## src/hdl/pps_pkg.sv

```systemverilog
// Shared types and constants for the preemptive priority scheduler.
package pps_pkg;

   // One ready-queue slot.
   typedef struct packed {
      logic [7:0]  id;
      logic [7:0]  prio;
      logic [31:0] arrival;
      logic [15:0] burst;
      logic [15:0] remaining;
      logic [31:0] first_start;
      logic        started;
   } entry_type;

   typedef enum logic [2:0] {
      ST_ACCEPTED   = 3'd0,
      ST_FULL       = 3'd1,
      ST_ZERO_BURST = 3'd2,
      ST_IDLE       = 3'd3,
      ST_RAN        = 3'd4,
      ST_FINISHED   = 3'd5
   } status_type;

   typedef enum logic [1:0] {
      ALU_CLK_INC,
      ALU_TURN,
      ALU_WAIT,
      ALU_RESP
   } alu_op_type;

   // Operand sources offered to the shared time subtractor.
   typedef struct packed {
      logic [31:0] clock;
      logic [31:0] arrival;
      logic [15:0] burst;
      logic [31:0] first_start;
      logic [31:0] turn;
   } alu_opnd_type;

   // Increment is done as a subtraction of minus one.
   localparam logic [31:0] TIME_MINUS_ONE = 32'hFFFF_FFFF;

endpackage

```

## src/hdl/pps_alu.sv

```systemverilog
// Shared 32-bit time subtractor with operand selection.
module pps_alu (
   input  pps_pkg::alu_op_type   op,
   input  pps_pkg::alu_opnd_type opnd,
   output logic [31:0]           result
);

   logic [31:0] opa;
   logic [31:0] opb;

   always_comb begin
      case (op)
         pps_pkg::ALU_CLK_INC: begin
            opa = opnd.clock;
            opb = pps_pkg::TIME_MINUS_ONE;
         end
         pps_pkg::ALU_TURN: begin
            opa = opnd.clock;
            opb = opnd.arrival;
         end
         pps_pkg::ALU_WAIT: begin
            opa = opnd.turn;
            opb = {16'd0, opnd.burst};
         end
         pps_pkg::ALU_RESP: begin
            opa = opnd.first_start;
            opb = opnd.arrival;
         end
         default: begin
            opa = opnd.clock;
            opb = pps_pkg::TIME_MINUS_ONE;
         end
      endcase
      result = opa - opb;
   end

endmodule

```

## src/hdl/pps_queue.sv

```systemverilog
// Ready-queue storage: one write port, one registered read port.
module pps_queue #(
   parameter int DEPTH = 16,
   parameter int AW    = $clog2(DEPTH)
) (
   input  logic                clock,
   input  logic                wr_en,
   input  logic [AW-1:0]       wr_addr,
   input  pps_pkg::entry_type  wr_data,
   input  logic [AW-1:0]       rd_addr,
   output pps_pkg::entry_type  rd_data
);

   pps_pkg::entry_type mem [DEPTH];

   always_ff @(posedge clock) begin
      if (wr_en) begin
         mem[wr_addr] <= wr_data;
      end
   end

   always_ff @(posedge clock) begin
      rd_data <= mem[rd_addr];
   end

endmodule

```

## src/hdl/preemptive_priority_scheduler_top.sv

```systemverilog
// Top level of the preemptive priority scheduler: sequencer, running job and result register.
//
//   channel | direction | handshake         | payload
//   --------+-----------+-------------------+-----------------------------------------------
//   req     | in        | req_valid/stall   | mode, proc_id, priority_req, burst
//   rsp     | out       | rsp_valid/stall   | status, running_id, preempted(_id), clock_now,
//           |           |                   | done_id, turnaround, waiting, response
//
// An arrival walks the queue from the tail to place its entry; a tick runs a head read,
// a pop shift, a reinsert shift, execute and up to three time subtractions, as needed.
// The queue memory has a single read and a single write port, so each shifted entry takes
// a read state and a write state. req_stall is low only in the idle state.
// A finished result waits in the output register, so the next transfer on req is
// taken while rsp is stalled. Reset clears queue count, clock, running job and valid.
module preemptive_priority_scheduler_top #(
   parameter int QUEUE_DEPTH = 16
) (
   input  logic        clock,
   input  logic        reset,
   input  logic        req_valid,
   output logic        req_stall,
   input  logic        req_mode,
   input  logic [7:0]  req_proc_id,
   input  logic [7:0]  req_priority_req,
   input  logic [15:0] req_burst,
   output logic        rsp_valid,
   input  logic        rsp_stall,
   output logic [2:0]  rsp_status,
   output logic [7:0]  rsp_running_id,
   output logic        rsp_preempted,
   output logic [7:0]  rsp_preempted_id,
   output logic [31:0] rsp_clock_now,
   output logic [7:0]  rsp_done_id,
   output logic [31:0] rsp_turnaround,
   output logic [31:0] rsp_waiting,
   output logic [31:0] rsp_response
);

   localparam int AW = $clog2(QUEUE_DEPTH);
   localparam int CW = $clog2(QUEUE_DEPTH + 1);

   typedef enum logic [3:0] {
      S_IDLE,
      S_HEAD_RD,
      S_HEAD_CAP,
      S_POP_RD,
      S_POP_WR,
      S_INS_RD,
      S_INS_CMP,
      S_LOAD,
      S_EXEC,
      S_TURN,
      S_WAIT,
      S_RESP,
      S_OUT
   } state_type;

   typedef struct packed {
      pps_pkg::status_type status;
      logic [7:0]          running_id;
      logic                preempted;
      logic [7:0]          preempted_id;
      logic [31:0]         clock_now;
      logic [7:0]          done_id;
      logic [31:0]         turnaround;
      logic [31:0]         waiting;
      logic [31:0]         response;
   } result_type;

   // Control state.
   state_type          state_ff, state_in;
   logic [CW-1:0]      count_ff, count_in;
   logic               busy_ff, busy_in;
   logic [31:0]        clock_ff, clock_in;
   logic               rsp_valid_ff, rsp_valid_in;
   pps_pkg::entry_type run_ff, run_in;

   // Per-item working registers.
   logic               mode_ff, mode_in;
   logic               preempt_ff, preempt_in;
   logic [CW-1:0]      idx_ff, idx_in;
   pps_pkg::entry_type ins_ff, ins_in;
   pps_pkg::entry_type head_ff, head_in;
   result_type         res_ff, res_in;
   result_type         out_ff, out_in;

   // Queue memory and shared unit hookup.
   logic                  mem_wr_en;
   logic [AW-1:0]         mem_wr_addr;
   pps_pkg::entry_type    mem_wr_data;
   logic [AW-1:0]         mem_rd_addr;
   pps_pkg::entry_type    mem_rd_data;
   pps_pkg::alu_op_type   alu_op;
   pps_pkg::alu_opnd_type alu_opnd;
   logic [31:0]           alu_result;
   logic [CW-1:0]         idx_dec;

   pps_queue #(
      .DEPTH (QUEUE_DEPTH),
      .AW    (AW)
   ) u_queue (
      .clock   (clock),
      .wr_en   (mem_wr_en),
      .wr_addr (mem_wr_addr),
      .wr_data (mem_wr_data),
      .rd_addr (mem_rd_addr),
      .rd_data (mem_rd_data)
   );

   pps_alu u_alu (
      .op     (alu_op),
      .opnd   (alu_opnd),
      .result (alu_result)
   );

   assign idx_dec = idx_ff - CW'(1);

   always_comb begin
      state_in     = state_ff;
      count_in     = count_ff;
      busy_in      = busy_ff;
      clock_in     = clock_ff;
      run_in       = run_ff;
      mode_in      = mode_ff;
      preempt_in   = preempt_ff;
      idx_in       = idx_ff;
      ins_in       = ins_ff;
      head_in      = head_ff;
      res_in       = res_ff;
      out_in       = out_ff;
      rsp_valid_in = rsp_valid_ff;

      mem_wr_en   = 1'b0;
      mem_wr_addr = idx_ff[AW-1:0];
      mem_wr_data = ins_ff;
      mem_rd_addr = '0;

      alu_op               = pps_pkg::ALU_CLK_INC;
      alu_opnd.clock       = clock_ff;
      alu_opnd.arrival     = run_ff.arrival;
      alu_opnd.burst       = run_ff.burst;
      alu_opnd.first_start = run_ff.first_start;
      alu_opnd.turn        = res_ff.turnaround;

      // Drop the held result once the consumer takes it.
      if (rsp_valid_ff && !rsp_stall) begin
         rsp_valid_in = 1'b0;
      end

      case (state_ff)
         S_IDLE: begin
            if (req_valid) begin
               res_in        = '0;
               res_in.status = pps_pkg::ST_ACCEPTED;
               mode_in       = req_mode;
               preempt_in    = 1'b0;
               if (!req_mode) begin
                  if (count_ff == CW'(QUEUE_DEPTH)) begin
                     res_in.status = pps_pkg::ST_FULL;
                     state_in      = S_OUT;
                  end else if (req_burst == 16'd0) begin
                     res_in.status = pps_pkg::ST_ZERO_BURST;
                     state_in      = S_OUT;
                  end else begin
                     ins_in.id          = req_proc_id;
                     ins_in.prio        = req_priority_req;
                     ins_in.arrival     = clock_ff;
                     ins_in.burst       = req_burst;
                     ins_in.remaining   = req_burst;
                     ins_in.first_start = '0;
                     ins_in.started     = 1'b0;
                     idx_in             = count_ff;
                     state_in           = S_INS_RD;
                  end
               end else if (count_ff != '0) begin
                  state_in = S_HEAD_RD;
               end else begin
                  state_in = S_EXEC;
               end
            end
         end

         S_HEAD_RD: begin
            mem_rd_addr = '0;
            state_in    = S_HEAD_CAP;
         end

         // Decide between preempt, dispatch and plain run.
         S_HEAD_CAP: begin
            head_in = mem_rd_data;
            if (busy_ff && (mem_rd_data.prio < run_ff.prio)) begin
               preempt_in          = 1'b1;
               res_in.preempted    = 1'b1;
               res_in.preempted_id = run_ff.id;
               idx_in              = CW'(1);
               state_in            = S_POP_RD;
            end else if (!busy_ff) begin
               idx_in   = CW'(1);
               state_in = S_POP_RD;
            end else begin
               state_in = S_EXEC;
            end
         end

         // Shift entries one slot toward the head.
         S_POP_RD: begin
            if (idx_ff >= count_ff) begin
               count_in = count_ff - CW'(1);
               if (preempt_ff) begin
                  ins_in.id          = run_ff.id;
                  ins_in.prio        = run_ff.prio;
                  ins_in.arrival     = run_ff.arrival;
                  ins_in.burst       = run_ff.burst;
                  ins_in.remaining   = run_ff.remaining;
                  ins_in.first_start = run_ff.first_start;
                  ins_in.started     = 1'b1;
                  idx_in             = count_ff - CW'(1);
                  state_in           = S_INS_RD;
               end else begin
                  state_in = S_LOAD;
               end
            end else begin
               mem_rd_addr = idx_ff[AW-1:0];
               state_in    = S_POP_WR;
            end
         end

         S_POP_WR: begin
            mem_wr_en   = 1'b1;
            mem_wr_addr = idx_dec[AW-1:0];
            mem_wr_data = mem_rd_data;
            idx_in      = idx_ff + CW'(1);
            state_in    = S_POP_RD;
         end

         // Walk from the tail, moving less urgent entries back one slot.
         S_INS_RD: begin
            if (idx_ff == '0) begin
               mem_wr_en = 1'b1;
               count_in  = count_ff + CW'(1);
               state_in  = mode_ff ? S_LOAD : S_OUT;
            end else begin
               mem_rd_addr = idx_dec[AW-1:0];
               state_in    = S_INS_CMP;
            end
         end

         S_INS_CMP: begin
            mem_wr_en = 1'b1;
            if (mem_rd_data.prio > ins_ff.prio) begin
               mem_wr_data = mem_rd_data;
               idx_in      = idx_dec;
               state_in    = S_INS_RD;
            end else begin
               count_in = count_ff + CW'(1);
               state_in = mode_ff ? S_LOAD : S_OUT;
            end
         end

         S_LOAD: begin
            run_in = head_ff;
            if (!head_ff.started) begin
               run_in.first_start = clock_ff;
            end
            busy_in  = 1'b1;
            state_in = S_EXEC;
         end

         // Advance the clock and, if a job is running, run one unit of it.
         S_EXEC: begin
            alu_op   = pps_pkg::ALU_CLK_INC;
            clock_in = alu_result;
            if (busy_ff) begin
               res_in.running_id = run_ff.id;
               run_in.remaining  = run_ff.remaining - 16'd1;
               if (run_ff.remaining == 16'd1) begin
                  state_in = S_TURN;
               end else begin
                  res_in.status = pps_pkg::ST_RAN;
                  state_in      = S_OUT;
               end
            end else begin
               res_in.status = pps_pkg::ST_IDLE;
               state_in      = S_OUT;
            end
         end

         S_TURN: begin
            alu_op            = pps_pkg::ALU_TURN;
            res_in.turnaround = alu_result;
            state_in          = S_WAIT;
         end

         S_WAIT: begin
            alu_op         = pps_pkg::ALU_WAIT;
            res_in.waiting = alu_result;
            state_in       = S_RESP;
         end

         S_RESP: begin
            alu_op          = pps_pkg::ALU_RESP;
            res_in.response = alu_result;
            res_in.status   = pps_pkg::ST_FINISHED;
            res_in.done_id  = run_ff.id;
            busy_in         = 1'b0;
            state_in        = S_OUT;
         end

         // Hold until the output register is free.
         S_OUT: begin
            if (!rsp_valid_ff || !rsp_stall) begin
               out_in           = res_ff;
               out_in.clock_now = clock_ff;
               rsp_valid_in     = 1'b1;
               state_in         = S_IDLE;
            end
         end

         default: begin
            state_in = S_IDLE;
         end
      endcase
   end

   always_ff @(posedge clock) begin
      if (reset) begin
         state_ff     <= S_IDLE;
         count_ff     <= '0;
         busy_ff      <= 1'b0;
         clock_ff     <= '0;
         rsp_valid_ff <= 1'b0;
         run_ff       <= '0;
      end else begin
         state_ff     <= state_in;
         count_ff     <= count_in;
         busy_ff      <= busy_in;
         clock_ff     <= clock_in;
         rsp_valid_ff <= rsp_valid_in;
         run_ff       <= run_in;
      end
      mode_ff    <= mode_in;
      preempt_ff <= preempt_in;
      idx_ff     <= idx_in;
      ins_ff     <= ins_in;
      head_ff    <= head_in;
      res_ff     <= res_in;
      out_ff     <= out_in;
   end

   assign req_stall        = (state_ff != S_IDLE);
   assign rsp_valid        = rsp_valid_ff;
   assign rsp_status       = out_ff.status;
   assign rsp_running_id   = out_ff.running_id;
   assign rsp_preempted    = out_ff.preempted;
   assign rsp_preempted_id = out_ff.preempted_id;
   assign rsp_clock_now    = out_ff.clock_now;
   assign rsp_done_id      = out_ff.done_id;
   assign rsp_turnaround   = out_ff.turnaround;
   assign rsp_waiting      = out_ff.waiting;
   assign rsp_response     = out_ff.response;

   // The queue never holds more entries than it has slots.
   a_count_bound: assert property (@(posedge clock) disable iff (reset)
      count_ff <= CW'(QUEUE_DEPTH))
      else $error("queue count beyond depth");

   // A result appears only out of the output state.
   a_rsp_source: assert property (@(posedge clock) disable iff (reset)
      $rose(rsp_valid_ff) |-> $past(state_ff == S_OUT))
      else $error("result raised outside output state");

   // An accepted transfer always starts work.
   a_accept_starts: assert property (@(posedge clock) disable iff (reset)
      (req_valid && !req_stall) |=> (state_ff != S_IDLE))
      else $error("accepted transfer did not start work");

   // The running job is released only by completion.
   a_busy_release: assert property (@(posedge clock) disable iff (reset)
      ($fell(busy_ff) && !$past(reset)) |-> $past(state_ff == S_RESP))
      else $error("running job dropped without finishing");

endmodule
```

## config.mk

```make
export PLATFORM = sky130hd
export DESIGN_NAME = preemptive_priority_scheduler_top
export DESIGN_NICKNAME = d
export VERILOG_FILES = /design/src/hdl/pps_pkg.sv /design/src/hdl/pps_alu.sv /design/src/hdl/pps_queue.sv /design/src/hdl/preemptive_priority_scheduler_top.sv
export SDC_FILE = /design/constraint.sdc
export NUM_CORES = 2
export LEC_CHECK = 0
export ABC_CLOCK_PERIOD_IN_PS = 13300
export BUFFER_PORTS_ARGS = -buffer_cell sky130_fd_sc_hd__buf_2
export CAP_MARGIN = 20
export CORE_AREA = 10 10 584 586
export CTS_CLUSTER_DIAMETER = 30
export DETAILED_ROUTE_END_ITERATION = 10
export DIE_AREA = 0 0 594 596
export GPL_TIMING_DRIVEN = 0
export SLEW_MARGIN = 20
export SYNTH_ARGS = -nofsm -noshare
export SYNTH_HDL_FRONTEND = slang
export SYNTH_HIERARCHICAL = 1
export SYNTH_SLANG_ARGS = --single-unit
```

## constraint.sdc

```tcl
create_clock -name clock -period 13.3 [get_ports clock]
set_input_delay 0.665 -clock clock [delete_from_list [all_inputs] [get_ports clock]]
set_output_delay 0.665 -clock clock [all_outputs]
set_load 0.01 [all_outputs]
```

==> run metrics <==
Clock Sinks=2,589; clk_skew=0.0917 ns; CP endpoint kind=register; CTS resizes=0; RR Startpoint=state_ff[0]; fin cells=10,911; register area share after synthesis=76.2%; Longest Clk Path Bufs=4; drt via density=5.17; minimum clock period=7.50 ns; cell count after synthesis=5,291; post-synthesis register bit count=2,589; total CTS buffers=436; total power=0.0271 W; Initial DRC Count=7,285; peak supply drop=126 uV; met3 wire length=32,300 um; P_sw=0.00748 W; Worst EP required=14.06 ns; RePlAce Congestion=0.911; die span in x=594 um; R2R Setup Slk=5.80 ns; vias in the first global route=56,142; area share of the largest cell type after synthesis=70.8%; Layout area overhead=26.3%; Mapped Nets=5,389; pre-CTS worst setup slack=5.79 ns; initial antenna violation count=28; Placed Area=0.109 sq mm; synth cell count leaders=edfxtp_1 (2,321), nand2_1 (582), mux4_2 (452); Comb pwr share=15.1%; final period utilization=56.4%; Clock Latency Late Sink=0.96 ns; Ys Warns=6; Tot GR Track Use=16.2%; EDFF count, synth=2,321; startpoint class of the critical path=register; ys async rst share=0%; Yosys top cell by area=edfxtp_1; PortBufs=194; Clk pwr share=42.7%; most common cell in the netlist=edfxtp_1; RSZ-0062 raised after global routing=no; layout cells sized above 1=27.4%; CTS tree=built; relative slew slack=14.3%; Max Freq=133 MHz; worst-path fanout max=10; final instance area=0.124 sq mm; Die Ht=596 um; via count=56,384; met2 wire len=134,000 um; final slew viol count=0; hpwl dp=204,000 um; number of nets with antenna violations after routing=0; Reg2Reg Depth=20; pwr/cell area=218 mW/mm^2; sequential share of power=42.2%; maximum capacitance violations=0; Final TNS setup=0 ns; crit path DAT=8.25 ns; Final #Nets=6,240; Clk pin slew, worst setup/hold paths=0.05 ns; count of unique library cells instantiated by Yosys=79; wl on met1=122,000 um; Total Wirelength=300,000 um; top post-synthesis cells by area=edfxtp_1 (71%), mux4_2 (10%), dfxtp_1 (5.4%); sw frac=27.6%; IO Count=195; status=finished clean; fin worst setup slack=5.80 ns; final hold viol count=0; post-detailed-route DRC marker count=0; drt pass-1 iters=6; initial core utilization=29.9%; largest net degree at the start of global routing=33; DIE AREA=0.354 sq mm; CP endpoint=res_ff[31]; slew at the pin closest to its max-slew limit=1.28 ns; setup violators final=0; Lkg Pwr=41.1 nW; Reg-to-Reg End=res_ff[31]; Post-Place Cells=10,067; # rows=211; # H-tree levels=5; GRT overflow=0; crit path from=state_ff[0]; first-pass GRT wire length=421,000 um; synthesized area=0.0985 sq mm; syn avg cell area=18.6 sq um; drt wl/cell=27.5 um; ys flop type=edfxtp_1; Root Buffer=clkbuf_16; Top Layer Used=met5; Hold Crit Class=in2reg; CP Class=reg2reg; internal power=0.0196 W; core area=0.329 sq mm
[power by group through the flow]
stage / registers [W] / clock network (W) / logic (W)
after floorplan: 0.0115 / 0 / 0.00214
after global placement: 0.0117 / 0 / 0.00338
after detailed placement: 0.0116 / 0 / 0.00404
after CTS: 0.0115 / 0.0117 / 0.00405
after global routing: 0.0115 / 0.0121 / 0.00435
final: 0.0114 / 0.0116 / 0.00408
[state kept, by name (all words and copies together), names as in the netlist, 3 cells and up]
register	flops
rsp_preempted_id	8
rsp_running_id	8
rsp_response	32
res_ff	92
rsp_waiting	32
u_queue/mem	1808
rsp_turnaround	32
run_ff	32
rsp_done_id	8
ins_ff	113
alu_opnd	112
head_ff	113
count_ff	5
state_ff	4
rsp_clock_now	32
clock_ff	32
rsp_status	3
u_queue/rd_data	113
idx_ff	5
[layer usage]
| layer | GRT usage [%] | vias up |
|---|---|---|
| met4 | 6.25 | 12 |
| met3 | 4.76 | 559 |
| li1 | - | 23014 |
| met2 | 24.4 | 3181 |
| met1 | 22.2 | 29618 |
| met5 | 0 | - |
[worst min path at each step]
stage | depth (start not counted) | from | slack (ns) | end
floorplan | 0 | res_ff[96] | 0.40 | rsp_done_id[0]
global placement | 0 | u_queue/rd_data[27] | 0.41 | head_ff[27]
detailed placement | 0 | res_ff[54] | 0.40 | rsp_waiting[22]
CTS | 1 | req_mode | 0.02 | mode_ff
global route | 1 | req_mode | 0.05 | mode_ff
finish | 1 | req_mode | 0.08 | mode_ff
[layout make-up]
class / instances / area [sq um]
sequential: 2589 / 75100
antenna: 19 / 47.5
buffer: 287 / 1360
inverter: 47 / 176
timing repair buffer: 413 / 4790
clock inverter: 321 / 4010
fill: 29603 / 205000
multi-input combinational: 2368 / 22100
clock buffer: 501 / 11400
tap: 4366 / 5460
[worst max-delay path, stage by stage (launching register included)]
cell       delay [ns]
dfxtp_1          0.30
clkbuf_1         0.36
nor2b_1          0.20
clkbuf_2         0.50
nand2_1          0.27
inv_1            0.13
clkbuf_1         0.57
clkinv_1         0.45
nand2_1          0.33
clkbuf_1         0.45
o22ai_1          0.32
ha_1             0.51
nand4_1          0.18
nor4_1           0.60
o211ai_2         0.35
o211ai_2         0.24
a2111oi_4        0.14
nor2_2           0.31
o221ai_2         0.29
xor2_1           0.54
and2_1           0.29
[stage by stage]
stage	hold WS (ns)	util (%)
2_1_floorplan	0.400	-
3_3_place_gp	0.405	31.9
3_5_place_dp	0.405	33.1
4_1_cts	0.0203	37.8
5_1_grt	0.0511	37.8
6_report	0.0814	37.8
[cell families (layout without fill, tap and decap cells)]
logic type	Yosys count	count (layout)	synth area share [%]
and+or+nand+nor	994	994	4.48
adders and majority gates	61	61	0.783
DFF	2589	2589	76.2
other	0	19	0
buffers and inverters	334	1569	1.53
xor gates and xnor gates	33	33	0.294
muxes	630	630	12.3
AOI/OAI and AO/OA	650	650	4.40
[what timing repair did]
action / in CTS / in global routing
hold endpoints to repair: 3 / 0
hold buffers: 3 / 0
setup buffers: 0 / 0
[cells in the final DEF (no fill, tap or decap), drive strengths merged, types with 123 or more instances in the layout]
cell,synthesis,layout
dfxtp,268,268
edfxtp,2321,2321
a22oi,232,232
buf,118,528
clkbuf,169,670
a21oi,204,204
clkinv,1,123
mux4,452,452
nand2,582,582
nor2,142,142
Power figures use the tool's default switching activity.
